==> src/hdl/kst_pkg.sv <==
`timescale 1ns / 1ps

package kst_pkg;

  localparam int ENTRIES   = 16;
  localparam int KEY_WIDTH = 32;
  localparam int IDX_W     = (ENTRIES > 1) ? $clog2(ENTRIES) : 1;

  localparam logic [IDX_W-1:0] LAST_IDX = IDX_W'(ENTRIES - 1);

  localparam logic [1:0] OP_INSERT = 2'd0;
  localparam logic [1:0] OP_QUERY  = 2'd1;
  localparam logic [1:0] OP_REMOVE = 2'd2;

  localparam logic [1:0] ST_OK    = 2'd0;
  localparam logic [1:0] ST_WRONG = 2'd1;
  localparam logic [1:0] ST_FULL  = 2'd2;

  typedef struct packed {
    logic                 rd_en;
    logic [IDX_W-1:0]     rd_addr;
    logic                 wr_en;
    logic [IDX_W-1:0]     wr_addr;
    logic [KEY_WIDTH-1:0] wr_data;
  } ram_req_t;

  typedef struct packed {
    logic       valid;
    logic [1:0] status;
  } res_t;

endpackage

==> src/hdl/kst_key_ram.sv <==
`timescale 1ns / 1ps

module kst_key_ram (
  input  logic                          clk,
  input  kst_pkg::ram_req_t             req,
  output logic [kst_pkg::KEY_WIDTH-1:0] rd_data
);

  logic [kst_pkg::KEY_WIDTH-1:0] mem [kst_pkg::ENTRIES];
  logic [kst_pkg::KEY_WIDTH-1:0] rd_data_r;

  always_ff @(posedge clk) begin
    if (req.wr_en) begin
      mem[req.wr_addr] <= req.wr_data;
    end
    if (req.rd_en) begin
      rd_data_r <= mem[req.rd_addr];
    end
  end

  assign rd_data = rd_data_r;

endmodule

==> src/hdl/kst_ctrl.sv <==
`timescale 1ns / 1ps

module kst_ctrl (
  input  logic                          clk,
  input  logic                          rst_n,
  input  logic                          req_valid,
  output logic                          req_ready,
  input  logic [1:0]                    req_op,
  input  logic [31:0]                   req_key,
  output kst_pkg::ram_req_t             ram_req,
  input  logic [kst_pkg::KEY_WIDTH-1:0] ram_q,
  output kst_pkg::res_t                 res,
  input  logic                          res_ready
);

  typedef enum logic [1:0] {
    S_IDLE,
    S_SCAN,
    S_RESULT
  } state_t;

  localparam int KW = kst_pkg::KEY_WIDTH;
  localparam int IW = kst_pkg::IDX_W;

  state_t                   state_r, state_nxt;
  logic [1:0]               op_r, op_nxt;
  logic [KW-1:0]            key_r, key_nxt;
  logic [1:0]               status_r, status_nxt;
  logic [IW-1:0]            idx_r, idx_nxt;
  logic [IW-1:0]            cmp_idx_r, cmp_idx_nxt;
  logic [IW-1:0]            free_idx_r, free_idx_nxt;
  logic                     issue_r, issue_nxt;
  logic                     pend_r, pend_nxt;
  logic                     free_found_r, free_found_nxt;
  logic [kst_pkg::ENTRIES-1:0] valid_r, valid_nxt;

  logic [KW+31:0]           key_ext;
  logic [KW-1:0]            key_in;
  logic                     match;
  logic                     last_cmp;

  // Keys wider than the port are zero extended, narrower ones truncated.
  assign key_ext = {KW'(0), req_key};
  assign key_in  = key_ext[KW-1:0];

  assign match    = pend_r && valid_r[cmp_idx_r] && (ram_q == key_r);
  assign last_cmp = pend_r && (cmp_idx_r == kst_pkg::LAST_IDX);

  assign req_ready    = (state_r == S_IDLE);
  assign res.valid    = (state_r == S_RESULT);
  assign res.status   = status_r;

  always_comb begin
    state_nxt      = state_r;
    op_nxt         = op_r;
    key_nxt        = key_r;
    status_nxt     = status_r;
    idx_nxt        = idx_r;
    cmp_idx_nxt    = cmp_idx_r;
    free_idx_nxt   = free_idx_r;
    issue_nxt      = issue_r;
    pend_nxt       = pend_r;
    free_found_nxt = free_found_r;
    valid_nxt      = valid_r;

    ram_req.rd_en   = 1'b0;
    ram_req.rd_addr = idx_r;
    ram_req.wr_en   = 1'b0;
    ram_req.wr_addr = free_idx_r;
    ram_req.wr_data = key_r;

    unique case (state_r)
      S_IDLE: begin
        if (req_valid) begin
          op_nxt         = req_op;
          key_nxt        = key_in;
          idx_nxt        = '0;
          issue_nxt      = 1'b1;
          pend_nxt       = 1'b0;
          free_found_nxt = 1'b0;
          if ((key_in == '0) ||
              !((req_op == kst_pkg::OP_INSERT) || (req_op == kst_pkg::OP_QUERY) ||
                (req_op == kst_pkg::OP_REMOVE))) begin
            status_nxt = kst_pkg::ST_WRONG;
            state_nxt  = S_RESULT;
          end else begin
            state_nxt = S_SCAN;
          end
        end
      end

      S_SCAN: begin
        // Reads are issued one entry ahead of the compare.
        ram_req.rd_en = issue_r;
        pend_nxt      = issue_r;
        if (issue_r) begin
          cmp_idx_nxt = idx_r;
          if (!free_found_r && !valid_r[idx_r]) begin
            free_found_nxt = 1'b1;
            free_idx_nxt   = idx_r;
          end
          if (idx_r == kst_pkg::LAST_IDX) begin
            issue_nxt = 1'b0;
          end else begin
            idx_nxt = idx_r + IW'(1);
          end
        end

        if (match) begin
          if (op_r == kst_pkg::OP_REMOVE) begin
            valid_nxt[cmp_idx_r] = 1'b0;
          end
          status_nxt = kst_pkg::ST_OK;
          state_nxt  = S_RESULT;
        end else if (last_cmp) begin
          if (op_r == kst_pkg::OP_INSERT) begin
            if (free_found_r) begin
              ram_req.wr_en        = 1'b1;
              valid_nxt[free_idx_r] = 1'b1;
              status_nxt           = kst_pkg::ST_OK;
            end else begin
              status_nxt = kst_pkg::ST_FULL;
            end
          end else begin
            status_nxt = kst_pkg::ST_WRONG;
          end
          state_nxt = S_RESULT;
        end
      end

      S_RESULT: begin
        if (res_ready) begin
          state_nxt = S_IDLE;
        end
      end

      default: begin
        state_nxt = S_IDLE;
      end
    endcase
  end

  always_ff @(posedge clk) begin
    if (!rst_n) begin
      state_r <= S_IDLE;
      issue_r <= 1'b0;
      pend_r  <= 1'b0;
      valid_r <= '0;
    end else begin
      state_r <= state_nxt;
      issue_r <= issue_nxt;
      pend_r  <= pend_nxt;
      valid_r <= valid_nxt;
    end
    op_r         <= op_nxt;
    key_r        <= key_nxt;
    status_r     <= status_nxt;
    idx_r        <= idx_nxt;
    cmp_idx_r    <= cmp_idx_nxt;
    free_idx_r   <= free_idx_nxt;
    free_found_r <= free_found_nxt;
  end

endmodule

==> src/hdl/key_set_table_top.sv <==
`timescale 1ns / 1ps

// Channel   Direction  Handshake             Payload
// in_       slave      in_tvalid/in_tready   in_tuser: opcode; in_tdata: key
// out_      master     out_tvalid/out_tready out_tdata: status
//
// A lookup walks the key memory one entry per cycle through its single read
// port; a hit ends the walk early, and a zero key or unused opcode skips the
// walk and goes straight to the result.
// Reset clears the valid flags at once; key memory contents need no clearing.
// The result waits in an output register, so a stalled out_tready holds
// back the next item only when that register is still full.

module key_set_table_top (
  input  logic        clk,
  input  logic        rst_n,
  input  logic        in_tvalid,
  output logic        in_tready,
  input  logic [31:0] in_tdata,   // [31:0] key
  input  logic [1:0]  in_tuser,   // [1:0] opcode
  output logic        out_tvalid,
  input  logic        out_tready,
  output logic [7:0]  out_tdata   // [1:0] status, [7:2] zero
);

  kst_pkg::ram_req_t             ram_req;
  logic [kst_pkg::KEY_WIDTH-1:0] ram_q;
  kst_pkg::res_t                 res;
  logic                          res_ready;
  logic                          out_valid_r;
  logic [1:0]                    out_status_r;

  kst_key_ram u_ram (
    .clk     (clk),
    .req     (ram_req),
    .rd_data (ram_q)
  );

  kst_ctrl u_ctrl (
    .clk       (clk),
    .rst_n     (rst_n),
    .req_valid (in_tvalid),
    .req_ready (in_tready),
    .req_op    (in_tuser),
    .req_key   (in_tdata),
    .ram_req   (ram_req),
    .ram_q     (ram_q),
    .res       (res),
    .res_ready (res_ready)
  );

  assign res_ready = !out_valid_r || out_tready;

  always_ff @(posedge clk) begin
    if (!rst_n) begin
      out_valid_r <= 1'b0;
    end else if (res.valid && res_ready) begin
      out_valid_r <= 1'b1;
    end else if (out_tready) begin
      out_valid_r <= 1'b0;
    end
    if (res.valid && res_ready) begin
      out_status_r <= res.status;
    end
  end

  assign out_tvalid = out_valid_r;
  assign out_tdata  = {6'd0, out_status_r};

endmodule

==> config.mk <==
export PLATFORM = sky130hd
export DESIGN_NAME = key_set_table_top
export DESIGN_NICKNAME = d
export VERILOG_FILES = /design/src/hdl/kst_pkg.sv /design/src/hdl/kst_key_ram.sv /design/src/hdl/kst_ctrl.sv /design/src/hdl/key_set_table_top.sv
export SDC_FILE = /design/constraint.sdc
export NUM_CORES = 1
export LEC_CHECK = 0
export BUFFER_PORTS_ARGS = -buffer_cell sky130_fd_sc_hd__buf_2
export CORE_MARGIN = 2
export CORE_UTILIZATION = 30
export DETAILED_ROUTE_END_ITERATION = 12
export GPL_ROUTABILITY_DRIVEN = 0
export GPL_TIMING_DRIVEN = 0
export PLACE_DENSITY_LB_ADDON = 0.1
export SLEW_MARGIN = 20
export SYNTH_ARGS = -nofsm -noshare
export SYNTH_HDL_FRONTEND = slang
export SYNTH_SLANG_ARGS = --single-unit
==> constraint.sdc <==
create_clock -name clk -period 6.95 [get_ports clk]
set_clock_uncertainty 0.1 [all_clocks]
set_input_delay 0.3475 -clock clk [delete_from_list [all_inputs] [get_ports clk]]
set_output_delay 0.3475 -clock clk [all_outputs]
set_load 0.005 [all_outputs]
==> results.yml <==
min_path:
  hold_path.startpoint: "in_tvalid"
  hold_path_end: "u_ctrl.state_r[0]"
  hp-class: "input port to flip-flop"
  hold-path-cell-count: 5
timing:
  worst_pin_slew_ns: 1.084
  min_period_ns: 4.214
  hold_ws_ns: 0.09681
  rsz0062_at_grt: "no"
  slew_headroom_pct: 27.73
  fmax_ghz: 0.2373
  tns_ns: 0
  min_period_over_period_pct: 60.63
  hold_viol: 0
  slew_violations: 0
  setup_viol: 0
final_layout:
  final_nets: 1384
  postLayoutCellArea_mm2: 0.02897
  final_common_cell: "edfxtp_1"
  layout-drive-gt1-share_pct: 36.50
  syn_to_final_growth_pct: 21.74
  insertedDiodeCount: 0
  final_cell_mix: "edfxtp_1 (595), mux4_2 (169), buf_2 (132)"
  final_core_util_pct: 36.79
  fillers: 7237
logic_synthesis:
  yosysTopAreaCell: "edfxtp_1"
  ys_seq_area_share_pct: 76.86
  ys_types: 50
  netlist.area_leader.share_pct: 75.09
  synth_edf_count: 595
  ys.flop_type: "edfxtp_1"
  async_flop_share_pct: 0
  synth_area_mm2: 0.02379
  syn_avg_cell_area_um2: 22.53
  synth_area_leaders: "edfxtp_1 (75%), mux4_2 (16%), dfxtp_1 (1.8%)"
  synthCells: 1056
  synth_warnings: 0
  synth-seq-cells: 616
detailed_routing:
  dr_total_vias: 11850
  postRouteAntennaNets: 0
  drc: 0
  routed_via_density: 4.837
  dr.pass1.iters: 7
  drt-total-wl_um: 65330
  first_iter_violations: 990
  wl_per_cell_um: 26.66
global_routing:
  grt_pass1_vias: 12475
  grt_max_degree: 33
  grt.overflow.total: 0
  grt_antenna_before_repair: 0
  gr-usage-all-layers_pct: 16.26
  grt_pass1_wl_um: 93610
floorplanning:
  die_h_um: 285.6
  start_util_pct: 30.22
  core_area_mm2: 0.07874
  rows: 103
  die_area_mm2: 0.08158
  pin_count: 48
  die_w_um: 285.6
critical_path:
  r2r_cells: 11
  cp-end-kind: "flip-flop"
  worstPathArrival_ns: 4.46
  reg2reg_to: "u_ram.mem[14][15]"
  startpoint_type: "flip-flop"
  cp_max_fo: 17
  r2r_slack_ns: 2.74
  critPathKind: "flip-flop to flip-flop"
  r2r_start: "u_ctrl.key_r[15]"
  critPathRequiredTime_ns: 7.19
clock_tree:
  clkSlewWorstSetupHoldPaths_ns: 0.06
  clkSinkCount: 616
  cts_tree: "built"
  cts-root-buf: "clkbuf_16"
  cts_buffers: 72
  post_cts_buffers: 0
  clock_latency_ns: 0.61
  cts.path.max_buffers: 3
  cts_resized: 0
  htreeDepth: 3
pwr:
  power_frac_comb_pct: 10.0
  swShare_pct: 23.38
  ir_drop_mv: 0.1520
  p_clk_share_pct: 41.7
  internal_power_mw: 6.842
  p_leak_nw: 9.379
  power_density_mw_per_mm2: 308.3
  p_seq_share_pct: 48.2
  p_sw_mw: 2.087
placed_design:
  port_buffers: 41
  place_area_mm2: 0.02629
  dp_hpwl_um: 45440
flow_run:
  drv_cap: 0
outcome:
  outcome: "completed"
## layout make-up
class	instances	area (µm²)	share of cell area, %
tap	1050	1314	4.536
buffer	55	270.3	0.9330
timing repair buffer	210	1408	4.860
multi-input combinational	385	5343	18.44
inverter	5	23.77	0.08207
clock buffer	84	1911	6.596
sequential	616	18290	63.14
clock inverter	45	409.1	1.413
## critical path, cell delays in order, from the launching register on
cell	delay, ns
edfxtp_1	0.63
xnor2_1	0.67
nand4_1	0.19
nor4_1	0.33
nand3_1	0.16
nor2_1	0.28
clkbuf_1	0.55
nor4_2	0.23
buf_2	0.25
buf_2	0.19
buf_2	0.18
buf_2	0.19
## power by group through the flow
stage | Clock, mW | Sequential, mW | Combinational, mW
detailed placement | 0 | 4.38 | 0.912
global route | 3.98 | 4.32 | 0.960
CTS | 3.84 | 4.31 | 0.931
floorplan | 0 | 4.34 | 0.585
finish | 3.73 | 4.30 | 0.897
global placement | 0 | 4.38 | 0.902
## cells by family after synthesis
| family | synth area share, % |
|---|---|
| other cells | 0.01576 |
| simple gates | 2.934 |
| mux | 16.14 |
| compound gates | 1.557 |
| fa+ha+maj | 0.05258 |
| flops | 76.86 |
| xor+xnor | 1.252 |
| buf+inv | 1.183 |
## metrics by stage
| step | total power [mW] | worst slack [ns] | cells |
|---|---|---|---|
| after floorplan | 4.923 | 1.560 | 1061 |
| after global placement | 5.280 | -4.289 | 2152 |
| after detailed placement | 5.295 | 2.737 | 2286 |
| after CTS | 9.078 | 2.718 | 2450 |
| after global routing | 9.262 | 2.538 | 2450 |
| final | 8.929 | 2.736 | 2450 |
## how the worst max path moves through the flow
| stage | startpoint | end | slack, ns |
|---|---|---|---|
| 4_1_cts | u_ctrl.key_r[15] | u_ram.mem[15][15] | 2.72 |
| 3_3_place_gp | u_ctrl.cmp_idx_r[0] | u_ram.mem[0][15] | -4.29 |
| 2_1_floorplan | u_ctrl.cmp_idx_r[0] | u_ram.mem[13][0] | 1.56 |
| 5_1_grt | u_ctrl.key_r[6] | u_ram.mem[15][15] | 2.54 |
| 3_5_place_dp | u_ctrl.key_r[15] | u_ram.mem[14][15] | 2.74 |
| 6_report | u_ctrl.key_r[15] | u_ram.mem[14][15] | 2.74 |
## repair_timing
| action | in CTS | in global routing |
|---|---|---|
| endpoints found under the setup margin | 0 | 0 |
| hold buffers | 35 | 0 |
| hold endpoints to repair | 35 | 0 |
## registers in the layout, summed over array words and instances (netlist names)
signal and cells:
u_ram.mem 512, u_ctrl.op_r 2, u_ctrl.free_idx_r 4, u_ctrl.key_r 32
u_ctrl.state_r 2, u_ctrl.pend_r 1, u_ctrl.status_r 2, out_tvalid 1
out_status_r 2, u_ctrl.issue_r 1, u_ctrl.cmp_idx_r 4, u_ctrl.free_found_r 1
u_ram.rd_data 32, u_ctrl.idx_r 4, u_ctrl.valid_r 16
## metal layers
| metal | vias up | track usage [%] | wire (µm) |
|---|---|---|---|
| met5 | - | 0 | 0 |
| met4 | 0 | 3.730 | 1241 |
| met3 | 79 | 2.895 | 2356 |
| met2 | 252 | 27.70 | 32970 |
| met1 | 6432 | 21.70 | 28760 |
| li1 | 5087 | - | - |
## synth_stat cells, types with 2 or more instances
cell	n
nor3_1	6
nand4_1	16
nand3b_1	2
nor2b_1	6
dfxtp_1	21
o21ai_0	10
inv_1	5
a31oi_1	15
a21oi_1	7
nand2b_1	5
edfxtp_1	595
a41o_1	3
o21a_1	9
nor2_1	13
mux2i_1	2
nand2_1	17
nor4_1	27
a31o_2	4
buf_2	11
nand3_1	9
mux4_2	169
or3_1	2
nor3_2	2
buf_6	2
xnor2_1	30
buf_1	9
nor4b_1	2
clkbuf_1	25
buf_4	7
or2_2	2
xor2_1	4
No activity file was read; power rests on OpenSTA's default activity.
